### config.mk
export PLATFORM = sky130hd
export DESIGN_NAME = mpft_ctrl
export DESIGN_NICKNAME = d
export VERILOG_FILES = /design/src/design/mpft_pkg.sv /design/src/design/mpft_ctrl.sv
export SDC_FILE = /design/constraint.sdc
export NUM_CORES = 1
export LEC_CHECK = 0
export BUFFER_PORTS_ARGS = -buffer_cell sky130_fd_sc_hd__buf_2
export CAP_MARGIN = 5
export CORE_MARGIN = 3
export CORE_UTILIZATION = 50
export DETAILED_ROUTE_END_ITERATION = 10
export PLACE_DENSITY = 0.73
export SLEW_MARGIN = 20
export SYNTH_ARGS = -nofsm -noshare
export SYNTH_HDL_FRONTEND = slang
export SYNTH_SLANG_ARGS = --single-unit
export TNS_END_PERCENT = 50
### constraint.sdc
create_clock -name clock -period 4.8 [get_ports clock]
set_input_delay 0 -clock clock [delete_from_list [all_inputs] [get_ports clock]]
set_output_delay 0 -clock clock [all_outputs]
set_load 0.05 [all_outputs]
### src/design/mpft_pkg.sv
package mpft_pkg;

   // Screen geometry and store layout.
   localparam int SCREEN_WIDTH  = 128;
   localparam int SCREEN_HEIGHT = 32;
   localparam int PAGE_COUNT    = (SCREEN_HEIGHT + 7) / 8;
   localparam int STORE_BYTES   = SCREEN_WIDTH * PAGE_COUNT;
   localparam int ADDR_W        = $clog2(STORE_BYTES);

   // Field widths fixed by the interface.
   localparam int FONT_W_BITS = 5;
   localparam int FONT_H_BITS = 6;
   localparam int CSR_DATA_W  = 6;
   localparam int CSR_INDEX_W = 2;

   // Printable character range accepted by a glyph row.
   localparam logic [7:0] CHAR_FIRST = 8'd32;
   localparam logic [7:0] CHAR_LAST  = 8'd126;

   // Configuration reset values.
   localparam logic [FONT_W_BITS-1:0] FONT_W_RESET = 5'd7;
   localparam logic [FONT_H_BITS-1:0] FONT_H_RESET = 6'd10;

   typedef enum logic [2:0] {
      ACT_FILL   = 3'd0,
      ACT_PIXEL  = 3'd1,
      ACT_CURSOR = 3'd2,
      ACT_GLYPH  = 3'd3,
      ACT_READ   = 3'd4
   } action_type;

   typedef enum logic [1:0] {
      STAT_DONE      = 2'd0,
      STAT_OFFSCREEN = 2'd1,
      STAT_REJECT    = 2'd2
   } status_type;

   typedef enum logic [CSR_INDEX_W-1:0] {
      CSR_FONT_WIDTH  = 2'd0,
      CSR_FONT_HEIGHT = 2'd1
   } csr_index_type;

   typedef enum logic [2:0] {
      ST_CLEAR,
      ST_IDLE,
      ST_FILL,
      ST_PIXEL,
      ST_GLYPH,
      ST_READ,
      ST_DONE
   } state_type;

   typedef struct packed {
      logic              en;
      logic [ADDR_W-1:0] addr;
      logic [7:0]        data;
   } store_wr_type;

   typedef struct packed {
      status_type status;
      logic [7:0] char_echo;
      logic [7:0] read_data;
      logic [7:0] cursor_col;
      logic [7:0] cursor_row;
   } result_type;

endpackage

### src/design/mpft_ctrl.sv
module mpft_ctrl (
   input  logic                             clock,
   input  logic                             reset,
   input  logic                             csr_we,
   input  logic [mpft_pkg::CSR_INDEX_W-1:0] csr_index,
   input  logic [mpft_pkg::CSR_DATA_W-1:0]  csr_wdata,
   input  logic                             req_valid,
   output logic                             req_ready,
   input  logic [2:0]                       req_action,
   input  logic [7:0]                       req_x,
   input  logic [7:0]                       req_y,
   input  logic                             req_color,
   input  logic [7:0]                       req_char_code,
   input  logic [4:0]                       req_glyph_row,
   input  logic [15:0]                      req_row_bits,
   input  logic [8:0]                       req_byte_address,
   input  logic                             slot_free,
   output logic                             res_valid,
   output mpft_pkg::result_type             result,
   output mpft_pkg::store_wr_type           store_wr,
   output logic [mpft_pkg::ADDR_W-1:0]      store_rd_addr,
   input  logic [7:0]                       store_rd_data
);
   import mpft_pkg::*;

   state_type              state_ff, state_in;
   logic [ADDR_W-1:0]      cnt_ff, cnt_in;
   logic [ADDR_W-1:0]      addr_ff, addr_in;
   logic [4:0]             col_ff, col_in;
   logic [15:0]            bits_ff, bits_in;
   logic [7:0]             mask_ff, mask_in;
   logic                   color_ff, color_in;
   logic [7:0]             fill_byte_ff, fill_byte_in;
   status_type             status_ff, status_in;
   logic [7:0]             echo_ff, echo_in;
   logic [7:0]             rdata_ff, rdata_in;
   logic [7:0]             cursor_x_ff, cursor_x_in;
   logic [7:0]             cursor_y_ff, cursor_y_in;
   logic [FONT_W_BITS-1:0] font_width_ff, font_width_in;
   logic [FONT_H_BITS-1:0] font_height_ff, font_height_in;

   logic [8:0]        col_end;
   logic [8:0]        row_end;
   logic [8:0]        glyph_y;
   logic              char_ok;
   logic              glyph_ok;
   logic              last_row;
   logic [ADDR_W-1:0] pixel_addr;
   logic [ADDR_W-1:0] glyph_addr;

   function automatic logic [7:0] paint(input logic [7:0] data, input logic [7:0] mask,
                                        input logic white);
      paint = white ? (data | mask) : (data & ~mask);
   endfunction

   // Glyph row admission checks and the byte addresses of the first pixel.
   assign col_end  = 9'(cursor_x_ff) + 9'(font_width_ff);
   assign row_end  = 9'(cursor_y_ff) + 9'(font_height_ff);
   assign glyph_y  = 9'(cursor_y_ff) + 9'(req_glyph_row);
   assign char_ok  = (req_char_code >= CHAR_FIRST) && (req_char_code <= CHAR_LAST);
   assign glyph_ok = char_ok && (32'(col_end) <= SCREEN_WIDTH) &&
                     (32'(row_end) <= SCREEN_HEIGHT) &&
                     (6'(req_glyph_row) < font_height_ff);
   assign last_row = (6'(req_glyph_row) == font_height_ff - 6'd1);

   assign pixel_addr = ADDR_W'(32'(req_x) + 32'(req_y[7:3]) * SCREEN_WIDTH);
   assign glyph_addr = ADDR_W'(32'(cursor_x_ff) + 32'(glyph_y[8:3]) * SCREEN_WIDTH);

   always_ff @(posedge clock) begin
      if (reset) begin
         state_ff       <= ST_CLEAR;
         cnt_ff         <= '0;
         fill_byte_ff   <= '0;
         cursor_x_ff    <= '0;
         cursor_y_ff    <= '0;
         font_width_ff  <= FONT_W_RESET;
         font_height_ff <= FONT_H_RESET;
      end else begin
         state_ff       <= state_in;
         cnt_ff         <= cnt_in;
         fill_byte_ff   <= fill_byte_in;
         cursor_x_ff    <= cursor_x_in;
         cursor_y_ff    <= cursor_y_in;
         font_width_ff  <= font_width_in;
         font_height_ff <= font_height_in;
      end
   end

   always_ff @(posedge clock) begin
      addr_ff   <= addr_in;
      col_ff    <= col_in;
      bits_ff   <= bits_in;
      mask_ff   <= mask_in;
      color_ff  <= color_in;
      status_ff <= status_in;
      echo_ff   <= echo_in;
      rdata_ff  <= rdata_in;
   end

   always_comb begin
      state_in       = state_ff;
      cnt_in         = cnt_ff;
      addr_in        = addr_ff;
      col_in         = col_ff;
      bits_in        = bits_ff;
      mask_in        = mask_ff;
      color_in       = color_ff;
      fill_byte_in   = fill_byte_ff;
      status_in      = status_ff;
      echo_in        = echo_ff;
      rdata_in       = rdata_ff;
      cursor_x_in    = cursor_x_ff;
      cursor_y_in    = cursor_y_ff;
      font_width_in  = font_width_ff;
      font_height_in = font_height_ff;
      store_wr       = '0;
      store_rd_addr  = addr_ff + ADDR_W'(1);

      if (csr_we) begin
         case (csr_index_type'(csr_index))
            CSR_FONT_WIDTH:  font_width_in  = csr_wdata[FONT_W_BITS-1:0];
            CSR_FONT_HEIGHT: font_height_in = csr_wdata[FONT_H_BITS-1:0];
            default: ;
         endcase
      end

      case (state_ff)
         ST_CLEAR, ST_FILL: begin
            store_wr.en   = 1'b1;
            store_wr.addr = cnt_ff;
            store_wr.data = fill_byte_ff;
            cnt_in        = cnt_ff + ADDR_W'(1);
            if (cnt_ff == ADDR_W'(STORE_BYTES - 1)) begin
               state_in = (state_ff == ST_CLEAR) ? ST_IDLE : ST_DONE;
            end
         end
         ST_IDLE: begin
            if (req_valid) begin
               status_in = STAT_DONE;
               echo_in   = '0;
               rdata_in  = '0;
               color_in  = req_color;
               state_in  = ST_DONE;
               case (action_type'(req_action))
                  ACT_FILL: begin
                     fill_byte_in = {8{req_color}};
                     cnt_in       = '0;
                     state_in     = ST_FILL;
                  end
                  ACT_PIXEL: begin
                     if ((32'(req_x) >= SCREEN_WIDTH) || (32'(req_y) >= SCREEN_HEIGHT)) begin
                        status_in = STAT_OFFSCREEN;
                     end else begin
                        store_rd_addr = pixel_addr;
                        addr_in       = pixel_addr;
                        mask_in       = 8'd1 << req_y[2:0];
                        state_in      = ST_PIXEL;
                     end
                  end
                  ACT_CURSOR: begin
                     cursor_x_in = req_x;
                     cursor_y_in = req_y;
                  end
                  ACT_GLYPH: begin
                     if (!glyph_ok) begin
                        status_in = STAT_REJECT;
                     end else begin
                        echo_in = req_char_code;
                        if (last_row) begin
                           cursor_x_in = col_end[7:0];
                        end
                        if (font_width_ff != '0) begin
                           store_rd_addr = glyph_addr;
                           addr_in       = glyph_addr;
                           mask_in       = 8'd1 << glyph_y[2:0];
                           bits_in       = req_row_bits;
                           col_in        = '0;
                           state_in      = ST_GLYPH;
                        end
                     end
                  end
                  ACT_READ: begin
                     if (32'(req_byte_address) < STORE_BYTES) begin
                        store_rd_addr = ADDR_W'(req_byte_address);
                        state_in      = ST_READ;
                     end
                  end
                  default: ;
               endcase
            end
         end
         ST_PIXEL: begin
            store_wr.en   = 1'b1;
            store_wr.addr = addr_ff;
            store_wr.data = paint(store_rd_data, mask_ff, color_ff);
            state_in      = ST_DONE;
         end
         ST_GLYPH: begin
            // The byte of column col_ff arrives now; the next column's read goes out.
            store_wr.en   = 1'b1;
            store_wr.addr = addr_ff;
            store_wr.data = paint(store_rd_data, mask_ff, ~(bits_ff[15] ^ color_ff));
            addr_in       = addr_ff + ADDR_W'(1);
            bits_in       = {bits_ff[14:0], 1'b0};
            col_in        = col_ff + 5'd1;
            if (col_ff == font_width_ff - 5'd1) begin
               state_in = ST_DONE;
            end
         end
         ST_READ: begin
            rdata_in = store_rd_data;
            state_in = ST_DONE;
         end
         ST_DONE: begin
            if (slot_free) begin
               state_in = ST_IDLE;
            end
         end
         default: state_in = ST_IDLE;
      endcase
   end

   assign req_ready         = (state_ff == ST_IDLE);
   assign res_valid         = (state_ff == ST_DONE);
   assign result.status     = status_ff;
   assign result.char_echo  = echo_ff;
   assign result.read_data  = rdata_ff;
   assign result.cursor_col = cursor_x_ff;
   assign result.cursor_row = cursor_y_ff;

`ifndef NO_ASSERTIONS
   a_write_only_when_busy: assert property (@(posedge clock) disable iff (reset)
      store_wr.en |-> (state_ff == ST_CLEAR || state_ff == ST_FILL ||
                       state_ff == ST_PIXEL || state_ff == ST_GLYPH))
      else $error("frame store written outside a drawing state");

   a_glyph_column_in_range: assert property (@(posedge clock) disable iff (reset)
      (state_ff == ST_GLYPH) |-> (col_ff < font_width_ff))
      else $error("glyph column ran past the font width");

   a_accept_leaves_idle: assert property (@(posedge clock) disable iff (reset)
      (req_valid && req_ready) |=> (state_ff != ST_IDLE))
      else $error("accepted beat did not start any work");
`endif

endmodule
Yosys cells after proc, flatten, opt, wreduce, memory -nomap -nowiden
Index checks and enable logic that the tools add are counted.
{"block": "word_totals", "inputBits": 79, "reg_bits": 97}
{"block": "op_classes", "shift": 2, "magnitude_cmp": 7, "n_reduce_logical": 29, "mux": 50, "n_eq_ne": 30, "bitwise": 4, "addsub": 10}
{"op": "9-bit 2-to-1 mux", "count": 11}
{"op": "16-bit 2-to-1 mux", "count": 4}
{"op": "8-bit 2-to-1 mux", "count": 8}
{"op": "18-bit one-hot mux with 3 select lines", "count": 1}
{"op": "9-bit one-hot mux with 2 select lines", "count": 3}
{"op": "8-bit one-hot mux with 2 select lines", "count": 3}
{"op": "16-bit one-hot mux with 2 select lines", "count": 1}
{"op": "9-bit one-hot mux with 3 select lines", "count": 1}
{"op": "5-bit 2-to-1 mux", "count": 4}
{"op": "8-bit by 9-bit adder with 9-bit output", "count": 2}
{"op": "9-bit by 1-bit adder with 9-bit output, second input constant", "count": 2}
{"op": "3-bit 2-to-1 mux", "count": 6}
{"op": "8-bit by 6-bit >= comparator with 1-bit output, second input constant", "count": 2}
{"op": "2-bit inequality test, second input constant", "count": 8}
{"op": "1-bit by 3-bit << shifter with 8-bit output, first input constant", "count": 2}
{"op": "3-bit one-hot mux with 5 select lines", "count": 1}
{"op": "3-bit by 2-bit == test with 1-bit output, second input constant", "count": 4}
{"op": "3-bit == test, second input constant", "count": 4}
{"op": "3-bit one-hot mux with 4 select lines", "count": 1}
{"op": "6-bit AND reduction", "count": 2}
{"op": "5-bit one-hot mux with 2 select lines", "count": 1}
{"op": "2-bit AND reduction", "count": 5}
{"op": "5-bit AND reduction", "count": 2}
{"op": "2-bit nonzero test", "count": 5}
{"op": "other kinds (34)", "count": 49}

Logic depth before layout (Yosys ltp)
Gate-level depths: netlist of run 1.
{"block": "logic_depth", "word_depth": 9, "depth_mapped": 11, "ltp_nobuf": 11}

Worst setup path before layout of run 1
OpenSTA, ideal clock, no wires.
{"block": "synth_timing", "path_type": "register -> register", "start": "register cursor_x_ff[0]", "end": "register addr_ff[0] (enable)", "arrival_time_ns": 3.159, "stages_incl_launch_ff": 10, "path_buffers": 0, "path_slack_ns": 1.254, "path_cell_list": "dfxtp_1 -> ha_1 -> fa_1 -> a211oi_1 -> o21bai_1 -> a221oi_1 -> o221a_2 -> o211a_4 -> a21boi_0 -> o21ai_0"}
{"block": "synth_between", "elab_chain_len": 7}
{"element": "from (decl)", "line": "mpft_ctrl.sv:37", "rtl": "logic [7:0] cursor_x_ff, cursor_x_in;"}
{"element": "from (signal assigned)", "line": "mpft_ctrl.sv:82", "rtl": "cursor_x_ff <= cursor_x_in;"}
{"element": "8-bit by 5-bit adder with 9-bit output", "line": "mpft_ctrl.sv:57", "rtl": "assign col_end = 9'(cursor_x_ff) + 9'(font_width_ff);"}
{"element": "9-bit by 8-bit <= comparator with 1-bit output", "line": "mpft_ctrl.sv:61", "rtl": "assign glyph_ok = char_ok && (32'(col_end) <= SCREEN_WIDTH) &&"}
{"element": "1-bit logical AND (2 in series)", "line": "mpft_ctrl.sv:61"}
{"element": "1-bit logical AND", "line": "mpft_ctrl.sv:62", "rtl": "(32'(row_end) <= SCREEN_HEIGHT) &&"}
{"element": "3-bit inequality test (no source line)"}
{"element": "6-bit AND reduction (no source line)"}
{"element": "to (signal assigned)", "line": "mpft_ctrl.sv:90", "rtl": "addr_ff <= addr_in;"}
{"element": "to (decl)", "line": "mpft_ctrl.sv:28", "rtl": "logic [ADDR_W-1:0] addr_ff, addr_in;"}
Every way passes these cells.
A chain may end at the register's enable or synchronous reset.

Final worst setup path of run 1
{"block": "layout_timing", "start": "register cursor_x_ff[0]", "end": "output port store_rd_addr[7] (netlist name)"}
{"block": "layout_between", "elab_chain_len": 9, "word_cells_on_any_way": 11, "classes_between": "add/sub: 2; order compare: 1; mux: 5; reduce/logical: 3"}
{"element": "8-bit by 5-bit adder with 9-bit output", "line": "mpft_ctrl.sv:57"}
{"element": "9-bit by 8-bit <= comparator with 1-bit output", "line": "mpft_ctrl.sv:61"}
{"element": "1-bit logical AND (2 in series)", "line": "mpft_ctrl.sv:61"}
{"element": "1-bit logical AND", "line": "mpft_ctrl.sv:62"}
{"element": "9-bit 2-to-1 mux (*)", "line": "mpft_ctrl.sv:165", "rtl": "if (!glyph_ok) begin"}
{"element": "9-bit one-hot mux with 3 select lines (*)", "line": "mpft_ctrl.sv:144", "rtl": "case (action_type'(req_action))"}
{"element": "9-bit 2-to-1 mux (*)", "line": "mpft_ctrl.sv:138", "rtl": "if (req_valid) begin"}
{"element": "9-bit 2-to-1 mux (*)", "line": "mpft_ctrl.sv:127", "rtl": "case (state_ff)"}
{"element": "to (decl)", "line": "mpft_ctrl.sv:21", "rtl": "output logic [mpft_pkg::ADDR_W-1:0] store_rd_addr,"}
Every way passes the cells marked *; elsewhere a longest branch is shown, timed or not.

==> results of run 1 <==
timing repair:
| item | 4_1_cts | 5_1_grt |
|---|---|---|
| endpoints found under the hold margin | 53 | 0 |
| hold buffers | 47 | 0 |
| gates resized for setup | 0 | 0 |
metrics by stage:
step	std cells	hold slack [ps]	worst slack, ps
floorplan	719	98.87	1254
detailed placement	997	228.7	1336
global placement	997	219.8	1397
finish	1060	10.94	1231
CTS	1060	0.5412	1197
global route	1060	14.28	1004
cells by family after synthesis:
logic type,count (synthesis),synth area share (%)
AND/OR/NAND/NOR,303,23.22
AO/OA/AOI/OAI,189,20.94
flip-flops,97,39.68
buffers and inverters,55,3.497
XOR/XNOR,34,4.703
adder cells (fa/ha/maj),31,6.481
multiplexers,9,1.423
other,1,0.05922
area by class of cell:
cell class	count	share of cell area, %
clock buffers	10	2.881
repair buffers	193	15.27
inverters	19	0.8975
flip-flops and latches	97	31.62
clock inverters	6	1.149
multi-input cells	567	45.54
well taps	168	2.645
flip-flops by register name, summed over array words and instances, names as in the netlist, 6 cells and up:
signal	flops
addr_ff	9
bits_ff	16
cnt_ff	9
cursor_x_ff	8
cursor_y_ff	8
echo_ff	8
font_height_ff	6
mask_ff	8
rdata_ff	8
where the power goes:
part	internal, mW	switching (mW)	total, mW
sequential	0.908	0.0282	0.936
combinational	0.143	0.239	0.382
clock	0.460	0.334	0.794
total	1.51	0.601	2.11
layout by cell type (no fill, tap or decap), types with 10 or more instances in the layout:
| cell type | n |
|---|---|
| a21oi_1 | 56 |
| xor2_1 | 15 |
| edfxtp_1 | 57 |
| nor2_1 | 66 |
| xnor2_1 | 19 |
| and3_1 | 19 |
| a31oi_1 | 10 |
| dfxtp_1 | 40 |
| o221ai_1 | 10 |
| nand2_1 | 105 |
| dlygate4sd3_1 | 47 |
| o21ai_0 | 26 |
| ha_1 | 28 |
| inv_1 | 19 |
| nor3_1 | 17 |
| nand3_1 | 16 |
| nor2b_1 | 23 |
| buf_2 | 141 |
worst max-delay path by stage:
stage / to / cells past startpoint / startpoint / slack (ps)
floorplan: addr_ff[0] / 9 / cursor_x_ff[0] / 1250
global placement: bits_ff[6] / 9 / cursor_x_ff[0] / 1400
detailed placement: bits_ff[6] / 9 / cursor_x_ff[0] / 1340
CTS: store_rd_addr[7] / 10 / cursor_x_ff[0] / 1200
global route: store_rd_addr[7] / 10 / cursor_x_ff[0] / 1000
finish: store_rd_addr[7] / 10 / cursor_x_ff[0] / 1230
per-layer routing:
metal / part of all wire [%] / vias to the layer above
li1: - / 2965
met1: 40 / 2950
met2: 50 / 254
met3: 7.2 / 44
met4: 3.3 / 2
met5: 0.036 / -
==> flow_summary.yaml, run 1 <==
run_status:
  status: "finished clean"
grt:
  grt_pass1_vias: 6173
  top_usage_layer: "met2"
  antenna_found_initial: 1
  grt_max_degree: 43
  use_met3_pct: 4.163
  use_met1_pct: 32.39
  grt_usage_pct: 26.83
  globalRouteMet2Util_pct: 46.71
  grt_pass1_wl_mm: 30.48
  overflow: 0
finish:
  seq_area_um2: 2512
  drive_above_1_share_pct: 20.29
  fillers: 1071
  fin_nets: 997
  multi_input_area_um2: 3618
  finalInstanceArea_um2: 7946
  area_growth_pct: 25.49
  num_antenna_cells: 0
  utilization_pct: 65.07
floorplan:
  dieArea_um2: 14050
  fp.dieW_um: 118.5
  pin_count: 142
  die_h_um: 118.5
  coreArea_um2: 12210
  start_util_pct: 51.85
  rows: 40
route:
  post_drt_wl_per_cell_um: 18.13
  drc: 0
  vias: 6215
  viasPerCell: 5.863
  first_pass_iters: 5
  routed_wl_mm: 19.22
  detail_route.iter0.violations: 410
  ant_nets: 0
sta:
  max_slew.worst_pin.slew_ps: 1082
  final-hold-violation-count: 0
  finalCriticalPeriod_ps: 3569
  slew_violations: 0
  fmax_ghz: 0.2802
  rsz0062_at_grt: "false"
  relSlewSlack_pct: 27.89
  clock_skew_ps: 7.366
  setup_viol: 0
  final.setup.tns_ps: 0
  finalCritPeriodShare_pct: 74.36
clock_network:
  post-cts-setup-buffers: 0
  clk_latency_ps: 350
  cts_tree: "done"
  clk_pin_slew_ps: 70
  clock-sinks: 97
  cts-root-buf: "clkbuf_16"
  numCtsBuffers: 9
  h-tree-depth: 3
  clock_path_buffers: 2
pwr:
  finalPower_mw: 2.112
  peakVddDrop_v: 0.0001856
  leakage_nw: 3.392
  p_per_area_nw_per_um2: 265.8
setup_path:
  slowest_stage: "a221o_1"
  reg2reg_depth: 9
  startpoint_type: "flip-flop"
  crit_fanout: 16
  worstPathCellList: "ha_1, fa_1, a211oi_1, o21bai_1, a221oi_1, o221a_2, o211a_4, a41oi_4, a221o_1, buf_2"
  cp.buffers_inverters: 1
  r2r_slack_ps: 1360
  end_kind: "output pin"
  criticalPathCategory: "reg -> out"
  r2r_start: "cursor_x_ff[0]"
  cpLargestDelayFamily: "compound AO/OA/AOI/OAI gates"
  crit_arrival_ps: 3570
  critical-path-max-stage-delay_ps: 440
  r2r-end: "bits_ff[3]"
  cp.required_ps: 4800
place:
  dp_hpwl_mm: 14.11
  place_congestion: 0.9541
  place_area_um2: 7156
  io_buffer_count: 141
min_path:
  holdPathStages: 2
  min_from: "req_char_code[6]"
  hp-class: "in -> reg"
  holdPathEnd: "echo_ff[6]"
logic_synthesis:
  synth_cells: 719
  ys_top_cells_by_area: "edfxtp_1, dfxtp_1, nand2_1, ha_1, a21oi_1"
  yosysMostFrequentCell: "nand2_1"
  ys.flop_type: "edfxtp_1"
  synth_common_cells: "nand2_1, nor2_1, edfxtp_1, a21oi_1, dfxtp_1"
  ys_ff_latch: 97
  synthArstFlopShare_pct: 0
  syn_area_per_cell_um2: 8.807
  seq_area_frac_synth_pct: 39.68
  yosys.area.top_type: "edfxtp_1"
  synth_top_area_share_pct: 27.03
  synth_edf_count: 57
  synth_fp_nets: 829
  yosysUniqueCellTypes: 68
  netlist_area_um2: 6332
  yosysWarningCount: 0
flow_run:
  cap_violations: 0
Note: power is estimated with default switching activity, not from simulation.
==> run 2, diff against run 1 <==
==> constraint.sdc (replaced) <==
create_clock -name clock -period 3.72 [get_ports clock]
set_input_delay 0 -clock clock [delete_from_list [all_inputs] [get_ports clock]]
set_output_delay 0 -clock clock [all_outputs]
set_load 0.05 [all_outputs]
==> flow_summary.yaml, run 2 (same netlist as run 1, synthesis figures left out) <==
finish:
  num_antenna_cells: 0
  finalInstanceArea_um2: 8046
  largest-register: "bits_ff"
  fillers: 1034
  utilization_pct: 65.89
  largest_reg_flops: 16
  layout_commonest_cell: "buf_2"
  area_growth_pct: 27.07
  drive_above_1_share_pct: 21.68
  layout_common_cells: "buf_2, nand2_1, nor2_1"
  largestRegisters: "bits_ff: 16 flops, addr_ff: 9 flops, cnt_ff: 9 flops"
  finalNonFillerCells: 1072
  fin_nets: 1009
clock_network:
  clk_pin_slew_ps: 80
  h-tree-depth: 3
  cts_tree: "done"
  cts-root-buf: "clkbuf_16"
  clock_path_buffers: 2
  clock-sinks: 97
  clk_latency_ps: 360
  numCtsBuffers: 9
grt:
  grt_usage_pct: 27.49
  antenna_found_initial: 1
  grt_pass1_vias: 6120
  grt_pass1_wl_mm: 31.13
  overflow: 0
  grt_max_degree: 43
route:
  viasPerCell: 5.789
  detail_route.iter0.violations: 459
  routed_wl_mm: 19.67
  vias: 6206
  ant_nets: 0
  first_pass_iters: 5
  post_drt_wl_per_cell_um: 18.35
  drc: 0
sta:
  final.setup.tns_ps: 0
  slew_violations: 0
  setup_slack_ps: 231.2
  clock_skew_ps: 6.798
  setup_viol: 0
  finalCriticalPeriod_ps: 3489
  fmax_ghz: 0.2866
  finalCritPeriodShare_pct: 93.78
  relSlewSlack_pct: 31.22
  final-hold-violation-count: 0
  rsz0062_at_grt: "false"
  max_slew.worst_pin.slew_ps: 1018
setup_path:
  criticalPathCategory: "reg -> out"
  critical-path-max-stage-delay_ps: 410
  slowest_stage: "fa_1"
  cp.required_ps: 3720
  end_kind: "output pin"
  cp.buffers_inverters: 1
  crit_start: "font_height_ff[0]"
  cpLargestDelayFamily: "compound AO/OA/AOI/OAI gates"
  worstPathCellList: "ha_1, fa_1, a211o_1, a21o_1, a221oi_2, o221a_2, o211a_4, a41oi_4, a221o_1, clkbuf_4"
  r2r_start: "font_height_ff[0]"
  startpoint_type: "flip-flop"
  crit_arrival_ps: 3490
  crit_fanout: 8
place:
  io_buffer_count: 141
  place_area_um2: 7201
  placed_cells: 1003
  place_congestion: 0.9493
  dp_worst_setup_slack_ps: 390.3
  dp_hpwl_mm: 14.28
run_status:
  status: "finished clean"
floorplan:
  rows: 40
  start_util_pct: 51.85
  fp.dieW_um: 118.5
  dieArea_um2: 14050
  pin_count: 142
  die_h_um: 118.5
  coreArea_um2: 12210
flow_run:
  cap_violations: 0
pwr:
  p_per_area_nw_per_um2: 332.0
  leakage_nw: 3.451
  peakVddDrop_v: 0.0001991
min_path:
  min_from: "req_x[3]"
  hp-class: "in -> reg"
==> run 2: final timing paths <==
| kind | end | depth (start not counted) | slack, ps |
|---|---|---|---|
| hold / removal | cursor_x_ff[3] | 3 | 40 |
| setup / recovery | store_rd_addr[7] | 10 | 230 |
| setup reg to reg | bits_ff[4] | 9 | 350 |
| hold reg to reg | cnt_ff[8] | 2 | 500 |
==> run 2: layout make-up <==
class	count	area [µm²]	share of cell area, %
clock buffers	9	225.2	2.799
clock inverters	7	73.82	0.9174
repair buffers	205	1311	16.30
well taps	168	210.2	2.612
flip-flops and latches	97	2512	31.22
inverters	19	71.32	0.8863
multi-input cells	567	3642	45.27
==> run 2: report_power, final <==
group | total, mW | internal (mW) | switching (mW)
Clock | 0.958 | 0.477 | 0.481
Sequential | 1.20 | 1.17 | 0.0293
Combinational | 0.514 | 0.192 | 0.321
Total | 2.67 | 1.84 | 0.832
==> run 2: per-layer routing <==
layer,GRT usage (%),routed length (µm),vias up
li1,-,-,2993
met1,34.10,8106,2893
met2,48.56,9856,283
met3,3.971,1261,35
met4,9.920,424,2
met5,0,20,-
==> run 2: per-stage QoR <==
stage | total power [mW] | hold slack [ps]
2_1_floorplan | 1.528 | 98.87
4_1_cts | 2.661 | 31.04
5_1_grt | 2.762 | 54.05
3_3_place_gp | 1.672 | 219.8
3_5_place_dp | 1.684 | 223.4
6_report | 2.672 | 38.09
==> run 2: worst reg2reg max path, stage by stage (launching register included) <==
cell and delay (ps):
dfxtp_1 360, ha_1 220, fa_1 410, a211o_1 340, a21o_1 190, a221oi_2 270
o221a_2 280, o211a_4 220, and4_4 280, or2_2 440
==> run 2: repair_timing <==
item                       in CTS  in global routing
buffers inserted                0                  5
pin swaps                       0                  5
setup endpoints to repair       1                  7
hold endpoints to repair       56                  0
resized for setup               2                  4
hold buffers                   49                  0
cloned                          0                  0
